**config.mk**
```make
export PLATFORM = sky130hd
export DESIGN_NAME = dvd64_step
export DESIGN_NICKNAME = d
export VERILOG_FILES = /design/src/hdl/dvd64_pkg.sv /design/src/hdl/dvd64_step.sv
export SDC_FILE = /design/constraint.sdc
export NUM_CORES = 1
export LEC_CHECK = 0
export BUFFER_PORTS_ARGS = -buffer_cell sky130_fd_sc_hd__buf_2
export CORE_ASPECT_RATIO = 0.75
export CORE_MARGIN = 2
export CORE_UTILIZATION = 28
export DETAILED_ROUTE_END_ITERATION = 6
export GPL_TIMING_DRIVEN = 0
export PLACE_DENSITY_LB_ADDON = 0.1
export SLEW_MARGIN = 20
export SYNTH_ARGS = -nofsm -noshare
export SYNTH_HDL_FRONTEND = slang
export SYNTH_SLANG_ARGS = --single-unit
```
**constraint.sdc**
```tcl
create_clock -name clk -period 1 [get_ports clk]
set_input_delay 0.15 -clock clk [delete_from_list [all_inputs] [get_ports clk]]
set_output_delay 0.15 -clock clk [all_outputs]
set_load 0.01 [all_outputs]
```
**src/hdl/dvd64_pkg.sv**
```systemverilog
// Package for the pipelined 64-bit unsigned divider.
// Holds the working width and the per-stage record; no dependencies.
`timescale 1ns / 1ps

package dvd64_pkg;

	localparam int PORT_WIDTH = 64;
	localparam int DATA_WIDTH = 64;

	typedef logic [PORT_WIDTH-1:0] port_word_t;
	typedef logic [DATA_WIDTH-1:0] word_t;

	// The nq field holds the dividend bits still to be consumed in its upper
	// part and the quotient bits produced so far in its lower part.
	typedef struct packed {
		logic  zero;
		word_t den;
		word_t rem;
		word_t nq;
	} stage_t;

endpackage

```
**src/hdl/dvd64_step.sv**
```systemverilog
// One restoring-division step with its pipeline register.
// Depends on dvd64_pkg for the stage record.
`timescale 1ns / 1ps

module dvd64_step (
	input  logic             clk,
	input  logic             arst_n,
	input  logic             en,
	input  logic             valid_in,
	input  dvd64_pkg::stage_t data_in,
	output logic             valid_out,
	output dvd64_pkg::stage_t data_out
);

	logic                                valid_s1;
	dvd64_pkg::stage_t                   data_s1;
	dvd64_pkg::word_t                    rem_shift;
	logic [dvd64_pkg::DATA_WIDTH:0]      diff;
	logic                                ge;
	dvd64_pkg::stage_t                   data_nxt;

	always_comb begin
		rem_shift = {data_in.rem[dvd64_pkg::DATA_WIDTH-2:0],
			data_in.nq[dvd64_pkg::DATA_WIDTH-1]};
		diff = {1'b0, rem_shift} - {1'b0, data_in.den};
		ge = !diff[dvd64_pkg::DATA_WIDTH];
		data_nxt.zero = data_in.zero;
		data_nxt.den = data_in.den;
		data_nxt.rem = ge ? diff[dvd64_pkg::DATA_WIDTH-1:0] : rem_shift;
		data_nxt.nq = {data_in.nq[dvd64_pkg::DATA_WIDTH-2:0], ge};
	end

	always_ff @(posedge clk or negedge arst_n) begin
		if (!arst_n) begin
			valid_s1 <= 1'b0;
		end else if (en) begin
			valid_s1 <= valid_in;
		end
	end

	always_ff @(posedge clk) begin
		if (en) begin
			data_s1 <= data_nxt;
		end
	end

	assign valid_out = valid_s1;
	assign data_out = data_s1;

endmodule

```
== Yosys cells after proc, flatten, opt, wreduce, memory -nomap -nowiden ==
Cells that the tools add are included.
Widths: inputs -> output; s select.

* $add $sub $neg: 1
* Mux-type cells: 1
* Reduce and logical (&&, ||, !) cells: 1

{| class="wikitable"
|+ Operator list
! kind !! count
|-
| $sub 64x64->65 || 1
|-
| $mux 64 || 1
|-
| $logic_not 1->1 || 1
|}

* Bits in registers: 194
* Input port bits: 197
* Output and inout bits: 194
* Word-level logic and storage cells: 8

== Longest topological paths before layout ==
Gate-level depths: netlist (run 1).

* Depth in word-level cells: 2
* Depth in mapped cells: 14
* Depth with buffers taken out: 13

== Worst setup path after synthesis (run 1) ==
Ideal clock, no wire load.

* Path type: input to register
* Start point: in data_in[63] (netlist name)
* End point: reg data_s1 (netlist bit data_out[122]), data pin
* Library setup time: 0.259 ns
* Arrival time: 2.600 ns
* Data required time: 0.741 ns
* Setup slack: -1.860 ns
* Cell stages on the path: 13
* Buffers on the path: 0
* Cell sequence: inv_1 > ha_1 > fa_1 > nand2b_1 > a21oi_1 > o21ai_2 > a2111oi_0 > nor3_1 > a21oi_2 > a211oi_2 > o31a_1 > mux2i_1 > o41ai_2

{| class="wikitable"
|+ RTL lines
! item !! RTL line !! text
|-
| start, declared || dvd64_step.sv:10 || <nowiki>input dvd64_pkg::stage_t data_in,</nowiki>
|-
| end signal, assigned || dvd64_step.sv:43 || <nowiki>data_s1 <= data_nxt;</nowiki>
|-
| end, declared || dvd64_step.sv:16 || <nowiki>dvd64_pkg::stage_t data_s1;</nowiki>
|}

==> flow_summary_export.csv, run 1 <==
group,metric,value,unit
logic_synthesis,synth_fp_nets,1256,
setup_path,r2r-end,"valid_out",
logic_synthesis,synthArstFlopShare,0.515,%
setup_path,end_kind,"flop",
setup_path,r2r_start,"valid_out",
logic_synthesis,ys.flop_type,"edfxtp_1",
global_route,antenna_found_initial,4,
placed_design,dp.cells,1889,
sta,rsz0062_at_grt,"yes",
sta,finalSetupTns,-127.82,ns
clock_network,cts-root-buf,"clkbuf_16",
sta,fin_crit,2.63,ns
setup_path,crit_buf_inv,6,
logic_synthesis,netlist_area,10700,µm²
placed_design,post-place-ws,-2.87,ns
placed_design,postPlaceCellArea,13500,µm²
cells_and_area,drive_gt1_share,39.6,%
clock_network,cts.sinks,194,
power,p_int,17100,µW
setup_path,ff2ff_path_depth,1,
setup_path,worst_setup_path_start_kind,"primary input",
sta,hold_viol_final,0,
sta,fin_worst_skew,0,ns
placed_design,port_buffers,389,
global_route,grt_usage,18.5,%
logic_synthesis,ys_types,58,
cells_and_area,stdcell_area,17400,µm²
setup_path,critPathSlowestCell,"o211ai_1",
global_route,grt_start_max_net_pins,96,
sta,setup_viol_count_final,259,
floorplan,coreArea,37300,µm²
logic_synthesis,synth.area.top_cells,"edfxtp_1 (54%), ha_1 (7.5%), o21ai_0 (4.5%)",
power,pwr-share-seq,40.4,%
logic_synthesis,synth_top_area_cell,"edfxtp_1",
cells_and_area,layout.nets,1889,
setup_path,cp_slowest_stage_delay,0.38,ns
placed_design,dp_hpwl,27800,µm
sta,tightest_slew,0.702,ns
sta,worst_slack,-1.63,ns
global_route,grt_first_pass_wirelength,56900,µm
global_route,grt_pass1_vias,9860,
clock_network,h-tree-depth,4,
sta,period_share,263,%
floorplan,die_w,229,µm
outcome,violations,"negative setup slack",
cells_and_area,fin_cells,2145,
logic_synthesis,synth_edf_count,193,
min_path,whs_endpoint,"data_out[85]",
logic_synthesis,synth_top_area_share,54.3,%
setup_path,cp_cell_sequence,"buf_8 > inv_4 > ha_4 > fa_2 > nand2b_4 > a21oi_4 > o21ai_4 > o211ai_1 > a221oi_4 > buf_12 > o21ai_4 > a21oi_4 > buf_8 > clkbuf_16 > buf_12 > nand2_1 > o41ai_2",
floorplan,rows,61,
min_path,worstHoldStart,"data_in[84]",
clock_network,clock_latency,0.47,ns
power,power,25100,µW
drt,drt_iter0_markers,623,
setup_path,crit_type,"in -> reg",
drt,wl_per_cell,17.6,µm
drt,dr_total_vias,10100,
power,ir_worst_vdd,0.00103,V
setup_path,crit_family,"compound AO/OA/AOI/OAI gates",
sta,max-slew-margin-rel,52.6,%
logic_synthesis,yosys_warnings,0,
outcome,status,"complete, but fails checks",
power,p_comb_share,30.7,%
power,power_density,1440,nW/µm²
clock_network,cts_buffers,17,
power,power.leakage,0.00758,µW
cells_and_area,syn2layout_area_growth,63.5,%
min_path,hp-class,"in -> reg",
power,p_sw_share,31.8,%
logic_synthesis,syn_inst,994,
logic_synthesis,synth_common_cells,"edfxtp_1 (193), nand2_1 (120), o21ai_0 (96), a21oi_1 (90), inv_1 (87)",
sta,fmax,381,MHz
drt,via_per_inst,4.69,
placed_design,gp_congestion,0.830,
floorplan,io_pins,391,
power,switching_power,7970,µW
logic_synthesis,syn_avg_cell_area,10.7,µm²
setup_path,critPathRequiredTime,1.23,ns
clock_network,tritoncts,"done",
clock_network,cts.clk_slew.worst_paths,0.08,ns
logic_synthesis,yosysMostFrequentCell,"edfxtp_1",
global_route,grt_overflow,0,
setup_path,crit_arrival,2.86,ns
drt,drt_first_pass_iters,7,
floorplan,initial_utilization,28.6,%
sta,drv_slew,0,
min_path,hold_depth,3,
floorplan,dieHeight,173,µm
floorplan,dieArea,39700,µm²
clock_network,clock_path_buffers,2,
setup_path,rrSetupSlack,0.26,ns
drt,wirelength,37800,µm
logic_synthesis,seq_area_frac_synth,54.6,%
logic_synthesis,synth_seq_cells,194,
drt,antenna_left,0,
setup_path,crit_fanout,5,
power,power.share.clock,28.9,%
drt,drc,0,
job,max-cap-violations,0,
[registers in the layout (all words and copies together), names as in the netlist]
name       cells
data_out     193
valid_out      1
[worst max-delay path by stage]
| stage | cells past startpoint | slack [ns] | end | start |
|---|---|---|---|---|
| after floorplan | 12 | -1.63 | data_out[122] | data_in[143] |
| after global placement | 2 | -3.25 | valid_out | en |
| after detailed placement | 13 | -2.87 | data_out[122] | data_in[143] |
| after CTS | 17 | -1.63 | data_out[126] | data_in[63] |
| after global routing | 14 | -1.72 | data_out[122] | data_in[143] |
| final | 17 | -1.63 | data_out[122] | data_in[63] |
[worst min-delay path, cell delays in order]
cell and delay, ns:
buf_2 0.14, nand2_4 0.05, o21ai_2 0.05
[what timing repair did]
| action | CTS | global route |
|---|---|---|
| gates resized for setup | 45 | 268 |
| cloned | 0 | 10 |
| pin swaps | 9 | 66 |
| setup endpoints to repair | 259 | 259 |
| setup buffers | 12 | 10 |
| hold buffers | 194 | 1 |
| endpoints found under the hold margin | 201 | 1 |
[metal layers]
| metal | global-route usage [%] | share of wire [%] | vias up |
|---|---|---|---|
| met5 | 0 | 0.074 | - |
| met4 | 4.30 | 0.95 | 4 |
| met3 | 4.49 | 5.4 | 22 |
| met2 | 28.6 | 45 | 267 |
| met1 | 26.0 | 49 | 4845 |
| li1 | - | - | 4929 |
[cell usage in the layout, fill, tap and decap left out, types with 7 or more instances in the layout]
| cell type | count |
|---|---|
| nor2_1 | 40 |
| and3_1 | 7 |
| edfxtp_1 | 193 |
| ha_1 | 55 |
| nor3_1 | 8 |
| o21ai_0 | 32 |
| a21oi_2 | 9 |
| buf_4 | 17 |
| nand2_2 | 24 |
| o21bai_1 | 17 |
| clkbuf_16 | 27 |
| a21o_1 | 30 |
| buf_2 | 382 |
| a21oi_1 | 78 |
| dlygate4sd3_1 | 195 |
| nand2b_1 | 7 |
| a31oi_1 | 10 |
| nand3_1 | 11 |
| o21ai_2 | 40 |
| xor2_1 | 26 |
| inv_1 | 82 |
| nand2_4 | 35 |
| nand2_1 | 61 |
| buf_12 | 10 |
| o21ai_1 | 29 |
| xnor2_1 | 29 |
| nand4_1 | 18 |
| buf_6 | 12 |
[layout make-up]
type | instances | area, µm²
Antenna cell | 1 | 2.50
Buffer | 31 | 315
Clock buffer | 17 | 425
Clock inverter | 15 | 193
Fill cell | 3593 | 19900
Inverter | 87 | 349
Multi-Input combinational cell | 680 | 5230
Sequential cell | 194 | 5820
Tap cell | 504 | 631
Timing Repair Buffer | 616 | 4480
[power groups by stage]
stage                     sequential (µW)  clock [µW]  combinational, µW
after floorplan                     10800           0               2780
after global placement              10300           0               5670
after detailed placement            10300           0               5700
after CTS                           10100        7520               6590
after global routing                10200        7740               8390
final                               10100        7240               7700
[kinds of logic (layout without fill, tap and decap cells)]
kind of cell / after synthesis / in the layout / share of synthesized area [%]
AOI/OAI and AO/OA: 305 / 305 / 17.5
xor gates and xnor gates: 56 / 56 / 4.60
adders and majority gates: 65 / 65 / 7.70
buffers and inverters: 120 / 766 / 4.46
DFF: 194 / 194 / 54.6
muxes: 5 / 5 / 0.516
other: 0 / 1 / 0
and+or+nand+nor: 249 / 249 / 10.7
[metrics by stage]
| stage | utilization (%) | hold slack, ns |
|---|---|---|
| after floorplan | - | -0.146 |
| after global placement | 36.0 | -0.0750 |
| after detailed placement | 36.2 | -0.0725 |
| after CTS | 43.8 | 0.00241 |
| after global routing | 46.7 | 0.0224 |
| final | 46.7 | 0.0282 |
Note: power is estimated with default switching activity, not from simulation.
==> run 2, diff against run 1 <==
Settings changed: BUFFER_PORTS_ARGS -buffer_cell sky130_fd_sc_hd__buf_2 to -buffer_cell sky130_fd_sc_hd__buf_4, CAP_MARGIN from default to 5, SKIP_LAST_GASP from default to 1.
==> run 2 against run 1 <==
  * Clock power down 1%
  * Highest routed layer is now met4
  * Flip-flop and latch count stayed put
  * Critical path depth did not move
  * Die area stayed put
  * The run still ends with negative setup slack left
  * Cell count up 1.3%
==> flow_summary_export.csv, run 2 (same netlist as run 1, synthesis figures left out) <==
group,metric,value,unit
outcome,status,"complete, but fails checks",
outcome,violations,"negative setup slack",
sta,worst_hold_slack,0.0392,ns
power,power,26300,µW
setup_path,crit_type,"in -> reg",
floorplan,coreArea,37300,µm²
setup_path,rrSetupSlack,0.23,ns
power,power_density,1380,nW/µm²
floorplan,initial_utilization,28.6,%
power,p_sw_share,31.4,%
sta,fin_crit,2.62,ns
global_route,grt_pass1_vias,10400,
sta,worst_slack,-1.62,ns
setup_path,crit_buf_inv,8,
clock_network,clock_path_buffers,2,
setup_path,ff2ff_path_depth,1,
cells_and_area,mostFrequentLayoutCells,"buf_4 (268), dlygate4sd3_1 (194), edfxtp_1 (193)",
floorplan,io_pins,391,
cells_and_area,diodes,0,
setup_path,worst_setup_path_start_kind,"primary input",
drt,via_per_inst,4.71,
global_route,grt_start_max_net_pins,95,
drt,drt_first_pass_iters,4,
cells_and_area,layout.nets,1917,
cells_and_area,stdcell_area,19100,µm²
setup_path,crit_arrival,2.84,ns
global_route,antenna_found_initial,0,
cells_and_area,largest_register_ffs,193,
placed_design,postPlaceCellArea,14500,µm²
power,ir_worst_vdd,0.00107,V
setup_path,crit_family,"compound AO/OA/AOI/OAI gates",
floorplan,die_w,229,µm
placed_design,port_buffers,389,
sta,fin_worst_skew,0,ns
sta,rsz0062_at_grt,"yes",
min_path,hold_depth,3,
power,power.leakage,0.00816,µW
clock_network,cts-root-buf,"clkbuf_16",
sta,hold_viol_final,0,
setup_path,critPathSlowestCell,"a211o_1",
drt,drc,0,
placed_design,gp_congestion,0.846,
sta,setup_viol_count_final,269,
setup_path,critPathRequiredTime,1.21,ns
drt,wirelength,39800,µm
clock_network,h-tree-depth,4,
job,max-cap-violations,0,
setup_path,cp_slowest_stage_delay,0.32,ns
global_route,grt_usage,19.8,%
setup_path,r2r_start,"valid_out",
setup_path,end_kind,"flop",
power,p_comb_share,33.8,%
sta,max-slew-margin-rel,56.1,%
placed_design,post-place-ws,-2.87,ns
global_route,grt_first_pass_wirelength,60700,µm
clock_network,clock_latency,0.46,ns
floorplan,rows,61,
drt,dr_total_vias,10200,
clock_network,cts.sinks,194,
sta,tightest_slew,0.652,ns
floorplan,dieHeight,173,µm
placed_design,dp_hpwl,28400,µm
min_path,hp-class,"in -> reg",
drt,wl_per_cell,18.3,µm
cells_and_area,syn2layout_area_growth,79.5,%
global_route,grt_overflow,0,
sta,fmax,381,MHz
min_path,worstHoldStart,"data_in[98]",
clock_network,cts.clk_slew.worst_paths,0.08,ns
power,pwr-share-seq,39.1,%
clock_network,tritoncts,"done",
sta,drv_slew,0,
cells_and_area,layout_commonest_cell,"buf_4",
setup_path,cp_cell_sequence,"buf_12 > inv_12 > ha_4 > a21o_1 > a211o_1 > o21ai_4 > o211ai_1 > buf_4 > a221oi_4 > buf_6 > o21ai_4 > a21oi_4 > buf_4 > buf_12 > buf_8 > clkbuf_16 > o21ai_1",
drt,drt_iter0_markers,546,
floorplan,dieArea,39700,µm²
cells_and_area,drive_gt1_share,39.3,%
power,p_int,18100,µW
setup_path,crit_fanout,8,
power,power.share.clock,27.1,%
sta,period_share,262,%
min_path,whs_endpoint,"data_out[99]",
drt,antenna_left,0,
setup_path,r2r-end,"valid_out",
power,switching_power,8270,µW
clock_network,cts_buffers,17,
-- run 2: cell types whose count changed in the layout (fill, tap and decap cells not counted), moves of 6 or more --
cell	before	now
buf_4	17	268
buf_8	6	12
buf_6	12	168
buf_2	382	2
nand2_1	61	87
nand2_4	35	14
-- run 2: cell type report --
type | instances | area, µm²
Fill cell | 3405 | 18200
Buffer | 28 | 344
Multi-Input combinational cell | 680 | 5110
Timing Repair Buffer | 647 | 6280
Inverter | 87 | 349
Sequential cell | 194 | 5820
Clock buffer | 17 | 425
Tap cell | 504 | 631
Clock inverter | 15 | 188
-- run 2: how the worst max path moves through the flow --
stage	depth (start not counted)	from	to	slack [ns]
floorplan	12	data_in[143]	data_out[122]	-1.63
global placement	12	data_in[78]	data_out[122]	-2.88
detailed placement	12	data_in[78]	data_out[122]	-2.87
CTS	15	data_in[138]	data_out[122]	-1.56
global route	14	data_in[146]	data_out[122]	-1.71
finish	17	data_in[133]	data_out[99]	-1.62
-- run 2: repair_timing --
item / CTS / global route
hold endpoints to repair: 201 / 11
gates resized for setup: 322 / 123
hold buffers: 193 / 2
endpoints found under the setup margin: 259 / 269
cloned: 9 / 5
pin swaps: 57 / 16
buffers inserted: 36 / 16
-- run 2: routing by layer --
layer  GRT usage [%]  share of wire (%)  vias up
li1                -                  -     4961
met3            5.05                5.7       27
met4            4.49                1.2        0
met1            27.3                 47     4979
met2            31.1                 46      270
met5               0                  0        -
-- run 2: power groups by stage --
stage,combinational [µW],sequential (µW),clock (µW)
4_1_cts,8470,10300,7370
6_report,8890,10300,7140
5_1_grt,9610,10400,7610
3_5_place_dp,6330,10300,0
3_3_place_gp,6290,10300,0
2_1_floorplan,2780,10800,0
-- run 2: stage by stage --
stage | setup TNS [ns] | std cells | utilization, %
2_1_floorplan | -101.17 | 994 | -
3_3_place_gp | -479.73 | 1887 | 38.6
3_5_place_dp | -195.68 | 1889 | 38.8
4_1_cts | -126.64 | 2156 | 49.9
5_1_grt | -141.01 | 2172 | 51.3
6_report | -126.31 | 2172 | 51.3
