--- config.mk ---
export PLATFORM = sky130hd
export DESIGN_NAME = dvd64_skid
export DESIGN_NICKNAME = d
export VERILOG_FILES = /design/src/hdl/dvd64_pkg.sv /design/src/hdl/dvd64_skid.sv
export SDC_FILE = /design/constraint.sdc
export NUM_CORES = 1
export LEC_CHECK = 0
export BUFFER_PORTS_ARGS = -buffer_cell sky130_fd_sc_hd__buf_2
export CAP_MARGIN = 20
export CORE_ASPECT_RATIO = 0.75
export CORE_UTILIZATION = 54
export CTS_BUF_LIST = sky130_fd_sc_hd__clkbuf_2 sky130_fd_sc_hd__clkbuf_4 sky130_fd_sc_hd__clkbuf_8
export DETAILED_ROUTE_END_ITERATION = 8
export PLACE_DENSITY = 0.81
export SETUP_SLACK_MARGIN = 0.4
export SYNTH_ARGS = -nofsm -noshare
export SYNTH_HDL_FRONTEND = slang
export SYNTH_SLANG_ARGS = --single-unit
--- constraint.sdc ---
create_clock -name clk -period 3.65 [get_ports clk]
set_input_delay 0.365 -clock clk [delete_from_list [all_inputs] [get_ports clk]]
set_output_delay 0.365 -clock clk [all_outputs]
set_load 0.005 [all_outputs]
--- src/hdl/dvd64_pkg.sv ---
// Package for the pipelined 64-bit unsigned divider.
// Holds the working width and the per-stage record; no dependencies.
`timescale 1ns / 1ps

package dvd64_pkg;

	localparam int PORT_WIDTH = 64;
	localparam int DATA_WIDTH = 64;

	typedef logic [PORT_WIDTH-1:0] port_word_t;
	typedef logic [DATA_WIDTH-1:0] word_t;

	// The nq field holds the dividend bits still to be consumed in its upper
	// part and the quotient bits produced so far in its lower part.
	typedef struct packed {
		logic  zero;
		word_t den;
		word_t rem;
		word_t nq;
	} stage_t;

endpackage

--- src/hdl/dvd64_skid.sv ---
// Output register with a one-beat skid stage behind it.
// Depends on dvd64_pkg for the port word type.
`timescale 1ns / 1ps

module dvd64_skid (
	input  logic                  clk,
	input  logic                  arst_n,
	input  logic                  pipe_valid,
	input  dvd64_pkg::port_word_t pipe_quo,
	output logic                  pipe_en,
	output logic                  out_valid,
	input  logic                  out_ready,
	output dvd64_pkg::port_word_t quotient
);

	logic                  ov_q;
	logic                  sv_q;
	dvd64_pkg::port_word_t oq_q;
	dvd64_pkg::port_word_t sq_q;
	logic                  take;

	assign take = ov_q && out_ready;
	assign pipe_en = !sv_q;

	always_ff @(posedge clk or negedge arst_n) begin
		if (!arst_n) begin
			ov_q <= 1'b0;
			sv_q <= 1'b0;
		end else if (sv_q) begin
			if (take) begin
				sv_q <= 1'b0;
			end
		end else if (pipe_valid) begin
			if (!ov_q || take) begin
				ov_q <= 1'b1;
			end else begin
				sv_q <= 1'b1;
			end
		end else if (take) begin
			ov_q <= 1'b0;
		end
	end

	always_ff @(posedge clk) begin
		if (sv_q) begin
			if (take) begin
				oq_q <= sq_q;
			end
		end else if (pipe_valid) begin
			if (!ov_q || take) begin
				oq_q <= pipe_quo;
			end else begin
				sq_q <= pipe_quo;
			end
		end
	end

	assign out_valid = ov_q;
	assign quotient = oq_q;

endmodule

== Word-level counts from Yosys, hierarchy flattened ==
Index checks and enable logic that the tools add are counted.
Storage, ports and cells
  flip-flop bits (word level): 130
  input bits: 68
  logic and storage cells: 29
Operators by class
  equality and inequality tests: 2
  mux-type cells: 11
  bitwise operators: 2
  reductions and logical operators: 10
Operators with widths (number)
  64-bit 2-to-1 mux: 4
  3-bit AND reduction: 3
  1-bit 2-to-1 mux: 7
  2-bit nonzero test: 3
  2-bit by 1-bit inequality test with 1-bit output, second input constant: 2
  1-bit zero test: 2
  1-bit inverter: 2
  1-bit logical AND: 1
  1-bit logical OR: 1

== Longest topological paths before layout ==
Gate-level depths: netlist of run 1.
  depth after elaboration: 5
  depth in mapped cells: 4
  mapped depth without buffers: 2

== Worst setup path after synthesis of run 1 ==
No wires, ideal clock.
  path kind: register -> register
  from: register sv_q
  to: register oq_q[0] (netlist: quotient[0]) (enable)
  arrival time: 2.219 ns
  data required time: 3.223 ns
  path slack: 1.004 ns
  cell stages (with the launch flop): 5
  path through: dfrtp_1 buf_6 buf_6 nor2_1 o22a_1
Between the ends
  word-level cells in the longest chain between the ends: 2
  elaborated cells on any way between the ends: 4
Ends and longest elaborated chain
  from (decl): RTL line dvd64_skid.sv:17  | logic sv_q;
  from (signal assigned): RTL line dvd64_skid.sv:28  | sv_q <= 1'b0;
  from (signal assigned): RTL line dvd64_skid.sv:31  | sv_q <= 1'b0;
  from (signal assigned): RTL line dvd64_skid.sv:37  | sv_q <= 1'b1;
  2-bit by 1-bit inequality test with 1-bit output (no line) or 2-bit nonzero test (tied branches)
  3-bit AND reduction (no line) *
  to (signal assigned): RTL line dvd64_skid.sv:47  | oq_q <= sq_q;
  to (signal assigned): RTL line dvd64_skid.sv:51  | oq_q <= pipe_quo;
  to (decl): RTL line dvd64_skid.sv:18  | dvd64_pkg::port_word_t oq_q;
Every way passes the cells marked *; elsewhere a longest branch is shown, timed or not.
A chain may end at the register's enable or synchronous reset.

== Worst setup path in the final report of run 1 ==
  from: register sv_q
  to: register oq_q[29] (netlist: quotient[29]) (enable)
The elaborated chain is that of the path after synthesis.

==> reports/results.txt, run 1 <==
Outcome = completed
TritonCTS buffer count = 17
RSZ-0062 raised after global routing = false
HPWL Detailed = 5.14 mm
First-pass GRT wire length = 12.0 mm
Crit-path cells = o22a_2 -> buf_12
Pwr Density = 757 nW/um^2
WS Path Type = reg -> reg
Max-slew headroom = 0.347
DP Worst Slack = 1300 ps
CTS sink cnt = 130
Buf/Inv on CP = 1
Warning count from the yosys run = 0
Hold path start = pipe_quo[47]
Syn-to-layout area delta = 22.2%
Fraction of layout cells with a size suffix above 1 = 0.625
Max Clock Skew = 6.34 ps
Total GRT Usage = 0.172
Clk_lat worst skew = 410 ps
Via density = 4.89
Wire per inst = 16.3 um
Tcrit/Tclk final = 0.622
Diodes inserted = 0
Clock-pin slew on the worst setup and hold paths = 70 ps
Syn Std Cell Area = 5000 sq um
Kind of cell adding the most delay to the critical path = flip-flops
Crit end category = register
Seq/Total Area, Yosys = 0.778
Max Root-Sink Buffers = 2
Reg-to-reg startpoint = sv_q$_DFF_PN0_
Via count = 2363
Initial Util = 0.555
Avg Cell Area, Syn = 23.7 sq um
H-tree depth = 4
Initial antenna violation count = 0
Final worst setup slack = 1380 ps
Post-Syn Nets = 279
Num rows = 30
# IOs = 134
GR Overflow Total = 0
Final cell count without fillers = 483
Setup_tns = 0 ps
TritonCTS clock tree = done
VDD IR max = 480 uV
Worst R2R Path Depth = 2
Max Slew Vio Count = 0
Hold endpoint = sq_q[47]$_DFFE_PP_
Buffers on Ports = 133
Drt first pass iters = 4
Final Hold Vio Count = 0
Critical Path Source Type = register
Worst reg2reg path endpoint = quotient[29]$_DFFE_PP_
Largest net degree at the start of global routing = 65
Synth Register Bits = 130
GPL Wtd Cong = 0.725
CP max FO = 39
Die width = 113 um
CTS resizes = 0
Setup Buffers After CTS = 0
Fin crit period = 2270 ps
Fin Hold WS = 140 ps
Syn Inst Count = 211
Root Buffer = clkbuf_8
Post-route ant nets = 0
Worst Path Required = 3760 ps
DIE HEIGHT = 85.4 um
Fmax = 440 MHz
Hold Path Depth = 1
Placed Cells = 450
P_leak = 2.47 nW
DRT iter0 DRCs = 86
MaxCap Viol Count = 0
Worst R2R Setup Slack = 1380 ps
Setup violators final = 0
Delay of the slowest critical-path stage = 860 ps
Yosys cell types = 12
Die Area = 9660 sq um
DRT Wirelength = 7.87 mm
Remaining DRCs = 0
Hold/Removal Path Class = in -> reg
Worst slew pin tran = 979 ps
Core Region = 9010 sq um
CP Data Arrival Time = 2380 ps
# nets final = 426
Vias in the first global route = 2370
Critical path's slowest cell = dfrtp_4
power by group:
part | internal [mW] | switching, mW
clock network | 0.548 | 0.526
logic | 0.670 | 0.504
registers | 2.18 | 0.204
total | 3.40 | 1.23
metal layers:
metal | global-route usage | vias to the layer above | routed length, um
met4 | 0.0682 | 0 | 78
li1 | - | 1131 | -
met3 | 0.0779 | 9 | 662
met1 | 0.222 | 1119 | 3680
met5 | 0 | - | 0
met2 | 0.255 | 104 | 3450
worst max path at each step:
| stage | startpoint | endpoint | slack (ps) | cells after the start |
|---|---|---|---|---|
| after global placement | sv_q$_DFF_PN0_ | quotient[44]$_DFFE_PP_ | 1360 | 2 |
| after floorplan | sv_q$_DFF_PN0_ | quotient[0]$_DFFE_PP_ | 1000 | 4 |
| after global routing | sv_q$_DFF_PN0_ | quotient[56]$_DFFE_PP_ | 1220 | 2 |
| after detailed placement | sv_q$_DFF_PN0_ | quotient[44]$_DFFE_PP_ | 1300 | 2 |
| final | sv_q$_DFF_PN0_ | quotient[29]$_DFFE_PP_ | 1380 | 2 |
| after CTS | sv_q$_DFF_PN0_ | quotient[29]$_DFFE_PP_ | 1300 | 2 |
synthesized netlist by cell type:
master    count  area (sq um)
nor2_1        2          7.51
buf_6         8          90.1
a21oi_1       1          5.00
and2_1        1          6.26
and4bb_2      1          12.5
a22o_1        1          8.76
inv_2         1          3.75
mux2_4       64           961
edfxtp_1    128          3840
o22a_1        1          8.76
dfrtp_1       2          50.1
nand2b_1      1          6.26
per-stage QoR:
stage                     total power [mW]   util  area [sq um]
after CTS                             4.68  0.679          6110
after global placement                3.57  0.639          5760
final                                 4.63  0.679          6110
after global routing                  4.84  0.679          6110
after floorplan                       3.21      -          5000
after detailed placement              3.61  0.639          5760
area by class of cell:
cell class / count / area, sq um
Multi-Input combinational cell: 72 / 1020
Inverter: 1 / 3.75
Clock inverter: 12 / 92.6
Clock buffer: 20 / 256
Tap cell: 112 / 140
Timing Repair Buffer: 136 / 703
Fill cell: 615 / 2890
Sequential cell: 130 / 3900
flip-flops by register name, summed over array words and instances (netlist names):
signal,flops
sv_q,1
quotient,64
out_valid,1
sq_q,64
cells by family (layout without fill, tap and decap cells):
| family | Yosys count | in the layout | synth area share |
|---|---|---|---|
| muxes | 64 | 64 | 0.192 |
| and+or+nand+nor | 5 | 5 | 0.00650 |
| AOI/OAI and AO/OA | 3 | 3 | 0.00450 |
| buffers and inverters | 9 | 169 | 0.0188 |
| DFF | 130 | 130 | 0.778 |
placed cells by master, fill, tap and decap left out, drive strengths merged, types with 2 or more instances in the layout:
master and count:
mux2 64, nor2 2, edfxtp 128, dfrtp 2, buf 135, clkbuf 20
clkinvlp 3, clkinv 8
what timing repair did:
item                                    CTS  global route
endpoints found under the setup margin    0             0
hold endpoints to repair                  2             0
hold buffers                              1             0
(Power assumes the default switching activity.)
==> run 2: changes to the inputs <==
==> constraint.sdc (replaced) <==
create_clock -name clk -period 2.2 [get_ports clk]
set_input_delay 0.22 -clock clk [delete_from_list [all_inputs] [get_ports clk]]
set_output_delay 0.22 -clock clk [all_outputs]
set_load 0.005 [all_outputs]
==> run 2 against run 1 <==
  * Register-to-register slack worse by 840 ps
  * Non-clock buffer count is 68 higher
  * Worst hold slack worse by 26 ps
  * Clock-buffer cell count is 1 lower
  * Combinational power is 99% higher
  * Die area stayed put
  * Critical endpoint is now pipe_en
  * Largest power group unchanged
  * Highest routed layer unchanged
==> reports/results.txt, run 2 (synthesized netlist as in run 1, its figures left out) <==
RSZ-0062 raised after global routing = false
Total GRT Usage = 0.217
WS Path Type = reg -> out
Max-slew headroom = 0.793
Clk_lat worst skew = 420 ps
GR Overflow Total = 0
DIE HEIGHT = 85.4 um
Die Area = 9660 sq um
Hold/Removal Path Class = in -> reg
CP max FO = 27
HPWL Detailed = 5.65 mm
Diodes inserted = 0
Wire per inst = 17.7 um
P_leak = 2.82 nW
Fraction of layout cells with a size suffix above 1 = 0.541
DRT Wirelength = 9.74 mm
Via density = 4.88
H-tree depth = 4
MaxCap Viol Count = 0
Placed cell areas = 5840 sq um
Final Cell Area = 6940 sq um
Pwr Density = 1210 nW/um^2
Die width = 113 um
Max Clock Skew = 8.76 ps
CTS sink cnt = 130
DRT iter0 DRCs = 121
GPL Wtd Cong = 0.691
Drt first pass iters = 4
Num rows = 30
Critical Path Source Type = register
Clock-pin slew on the worst setup and hold paths = 70 ps
Fin crit period = 1700 ps
CP Data Arrival Time = 1480 ps
First-pass GRT wire length = 15.0 mm
Max Root-Sink Buffers = 2
Fmax = 589 MHz
Largest net degree at the start of global routing = 32
Initial Util = 0.555
Syn-to-layout area delta = 38.8%
# IOs = 134
Root Buffer = clkbuf_8
# nets final = 494
Buffers on Ports = 133
Initial antenna violation count = 0
Crit end category = output pin
Setup violators final = 0
Vias in the first global route = 2905
Most common cell after layout, fill and taps aside = buf_2
Worst slew pin tran = 310 ps
Tot Pwr = 8.42 mW
Outcome = completed
Final Hold Vio Count = 0
Setup_tns = 0 ps
Fin Hold WS = 115 ps
Most frequent cells in the layout = buf_2, edfxtp_1, dlygate4sd3_1, mux2_4, clkbuf_8
TritonCTS buffer count = 17
Remaining DRCs = 0
Max Slew Vio Count = 0
Post-route ant nets = 0
Worst Path Required = 1980 ps
TritonCTS clock tree = done
VDD IR max = 1100 uV
Core Util, Final = 0.771
Via count = 2683
Core Region = 9010 sq um
Tcrit/Tclk final = 0.772
## run 2: cell types whose count changed in the layout (fill, tap and decap cells not counted)
cell,before,now
buf_12,1,6
buf_4,1,0
bufinv_16,1,5
clkbuf_4,3,2
clkinv_1,3,1
clkinv_4,1,0
clkinvlp_4,3,2
dlygate4sd3_1,1,65
o22a_2,1,0
o22a_4,0,1
## run 2: what timing repair did
action                                  in CTS  in global routing
gates resized for setup                      2                  1
endpoints found under the setup margin       1                  1
hold buffers                                65                  0
setup buffers                                0                  0
endpoints found under the hold margin       66                  0
## run 2: final cells by class
| class | instances | area (sq um) |
|---|---|---|
| fillers | 526 | 2060 |
| flip-flops and latches | 130 | 3900 |
| well taps | 112 | 140 |
| repair buffers | 204 | 1440 |
| inverters | 1 | 3.75 |
| clock inverters | 12 | 189 |
| multi-input cells | 72 | 1030 |
| clock buffers | 19 | 249 |
## run 2: stage by stage
stage	setup slack [ps]	cells
floorplan	402	211
global placement	578	454
detailed placement	538	454
CTS	426	550
global route	430	550
finish	502	550
## run 2: per-layer routing
metal | wire length [um] | vias up | GRT usage
met5 | 0 | - | 0
met2 | 4830 | 108 | 0.360
met4 | 87 | 0 | 0.0718
li1 | - | 1268 | -
met1 | 4100 | 1294 | 0.260
met3 | 714 | 13 | 0.0864
## run 2: worst paths after layout
check,slack (ps),depth (start not counted),from,end
min reg2reg,550,1,sq_q[40]$_DFFE_PP_,quotient[40]$_DFFE_PP_
max reg2reg,540,2,sv_q$_DFF_PN0_,sq_q[33]$_DFFE_PP_
min in group asynchronous,140,2,arst_n,out_valid$_DFFE_PN0P_
max,500,3,sv_q$_DFF_PN0_,pipe_en
min,110,2,pipe_valid,out_valid$_DFFE_PN0P_
max in group asynchronous,1950,2,arst_n,sv_q$_DFF_PN0_
## run 2: critical path: stages (launching register included)
cell     delay (ps)
dfrtp_4         590
buf_12          260
inv_2            70
buf_2           130
## run 2: where the power goes
group / switching, mW / internal [mW] / total [mW]
sequential: 0.238 / 3.61 / 3.85
clock: 0.882 / 1.36 / 2.24
combinational: 1.03 / 1.30 / 2.33
total: 2.15 / 6.27 / 8.42
==> run 3: changes to the inputs <==
--- a/config.mk
+++ b/config.mk
@@ -8,10 +8,10 @@
 export BUFFER_PORTS_ARGS = -buffer_cell sky130_fd_sc_hd__buf_2
 export CAP_MARGIN = 20
 export CORE_ASPECT_RATIO = 0.75
-export CORE_UTILIZATION = 54
+export CORE_UTILIZATION = 49
 export CTS_BUF_LIST = sky130_fd_sc_hd__clkbuf_2 sky130_fd_sc_hd__clkbuf_4 sky130_fd_sc_hd__clkbuf_8
 export DETAILED_ROUTE_END_ITERATION = 8
-export PLACE_DENSITY = 0.81
+export PLACE_DENSITY = 0.77
 export SETUP_SLACK_MARGIN = 0.4
 export SYNTH_ARGS = -nofsm -noshare
 export SYNTH_HDL_FRONTEND = slang
==> constraint.sdc (replaced) <==
create_clock -name clk -period 1.42 [get_ports clk]
set_input_delay 0.142 -clock clk [delete_from_list [all_inputs] [get_ports clk]]
set_output_delay 0.142 -clock clk [all_outputs]
set_load 0.005 [all_outputs]
==> run 3 against run 2 <==
  * The run now ends with setup timing left
  * Sequential power is 54% higher
  * Wire length is 0.93% higher
  * Worst setup slack worse by 510 ps
==> reports/results.txt, run 3 (synthesized netlist as in run 1, its figures left out) <==
Via count = 2778
First-pass GRT wire length = 14.5 mm
Max Root-Sink Buffers = 2
Post-route ant nets = 0
Syn-to-layout area delta = 44.2%
Outcome = finished, violations left
Drt first pass iters = 4
Worst slew pin tran = 191 ps
Diodes inserted = 0
GR Overflow Total = 0
Placed cell areas = 5980 sq um
Vias in the first global route = 2873
Largest net degree at the start of global routing = 30
WL met3 = 626 um
Initial Util = 0.512
Placed Cells = 485
Pwr Density = 1870 nW/um^2
Crit end category = register
TritonCTS buffer count = 17
Max Clock Skew = 8.19 ps
Initial antenna violation count = 0
Worst reg2reg path endpoint = quotient[3]$_DFFE_PP_
Wire per inst = 16.6 um
Worst R2R Path Depth = 3
H-tree depth = 4
Final cell count without fillers = 592
Clock-pin slew on the worst setup and hold paths = 70 ps
GPL Wtd Cong = 0.701
Clk_lat worst skew = 420 ps
DRT Wirelength = 9.83 mm
DP Worst Slack = 2.27 ps
Die width = 119 um
Fin crit period = 1420 ps
Fmax = 702 MHz
Metal-1 WL = 4.41 mm
Fraction of layout cells with a size suffix above 1 = 0.563
Buffers on Ports = 133
# IOs = 134
Most common cell after layout, fill and taps aside = buf_2
Worst R2R Setup Slack = -4 ps
Most frequent cells in the layout = buf_2, edfxtp_1, dlygate4sd3_1, mux2_4, clkbuf_8
Met2 wire len = 4.73 mm
Remaining DRCs = 0
Total GRT Usage = 0.190
Tcrit/Tclk final = 1.00
TritonCTS clock tree = done
VDD IR max = 1120 uV
Reg-to-reg startpoint = sv_q$_DFF_PN0_
Uppermost layer routed = met4
RSZ-0062 raised after global routing = true
Final Cell Area = 7210 sq um
Hold/Removal Path Class = in -> async
Die Area = 10600 sq um
CP max FO = 19
Final worst setup slack = -4.06 ps
P_leak = 2.94 nW
MaxCap Viol Count = 0
CP Data Arrival Time = 1600 ps
Max Slew Vio Count = 0
Tot Pwr = 13.5 mW
CTS sink cnt = 130
Core Util, Final = 0.738
WS Path Type = reg -> reg
Via density = 4.69
Worst Path Required = 1600 ps
Critical Path Source Type = register
DRT iter0 DRCs = 105
DIE HEIGHT = 89.5 um
Num rows = 31
Max-slew headroom = 0.873
Failing checks = setup timing
Root Buffer = clkbuf_8
Final Hold Vio Count = 0
# nets final = 515
Setup violators final = 8
HPWL Detailed = 6.00 mm
Core Region = 9770 sq um
==> run 3: cell types whose count changed in the layout (fill, tap and decap cells not counted), sizes merged <==
cell	delta
dlygate4sd3	+1
buf	+19
bufinv	-2
inv	-1
clkinvlp	+1
clkinv	+2
clkbuf	+2
==> run 3: critical path, cell delays in order, from the launching register on <==
cell and delay [ps]:
dfrtp_4 520, buf_4 160, o22a_4 310, buf_12 180
==> run 3: final cells by class <==
class	instances	area [sq um]
timing repair buffer	225	1710
sequential	130	3900
clock inverter	12	140
fill	613	2560
tap	132	165
multi-input combinational	72	1030
inverter	1	16.3
clock buffer	20	256
==> run 3: metrics by stage <==
step	TNS (ps)	hold WS, ps
2_1_floorplan	-40370	-154
3_3_place_gp	0	-69.8
3_5_place_dp	0	-67.6
4_1_cts	-54.9	4.54
5_1_grt	-2150	16.6
6_report	-31.0	50.2
==> run 3: worst max-delay path by stage <==
stage | startpoint | endpoint | cells after the start
floorplan | sv_q$_DFF_PN0_ | sq_q[0]$_DFFE_PP_ | 3
global placement | sv_q$_DFF_PN0_ | sq_q[47]$_DFFE_PP_ | 2
detailed placement | sv_q$_DFF_PN0_ | sq_q[42]$_DFFE_PP_ | 2
CTS | sv_q$_DFF_PN0_ | sq_q[28]$_DFFE_PP_ | 2
global route | sv_q$_DFF_PN0_ | sq_q[27]$_DFFE_PP_ | 2
finish | sv_q$_DFF_PN0_ | quotient[3]$_DFFE_PP_ | 3
==> run 3: where the power goes <==
part	switching, mW	internal (mW)
clock network	1.34	1.77
registers	0.310	5.60
logic	1.87	2.64
==> run 3: per-layer routing <==
layer | up-vias | GRT usage
li1 | 1318 | -
met1 | 1338 | 0.234
met2 | 113 | 0.315
met3 | 9 | 0.0695
met4 | 0 | 0.0713
met5 | - | 0
==> run 3: repair_timing <==
item	in CTS	in global routing
setup buffers	5	1
hold buffers	66	0
cloned	1	2
setup endpoints to repair	260	260
hold endpoints to repair	73	0
gates resized for setup	15	3
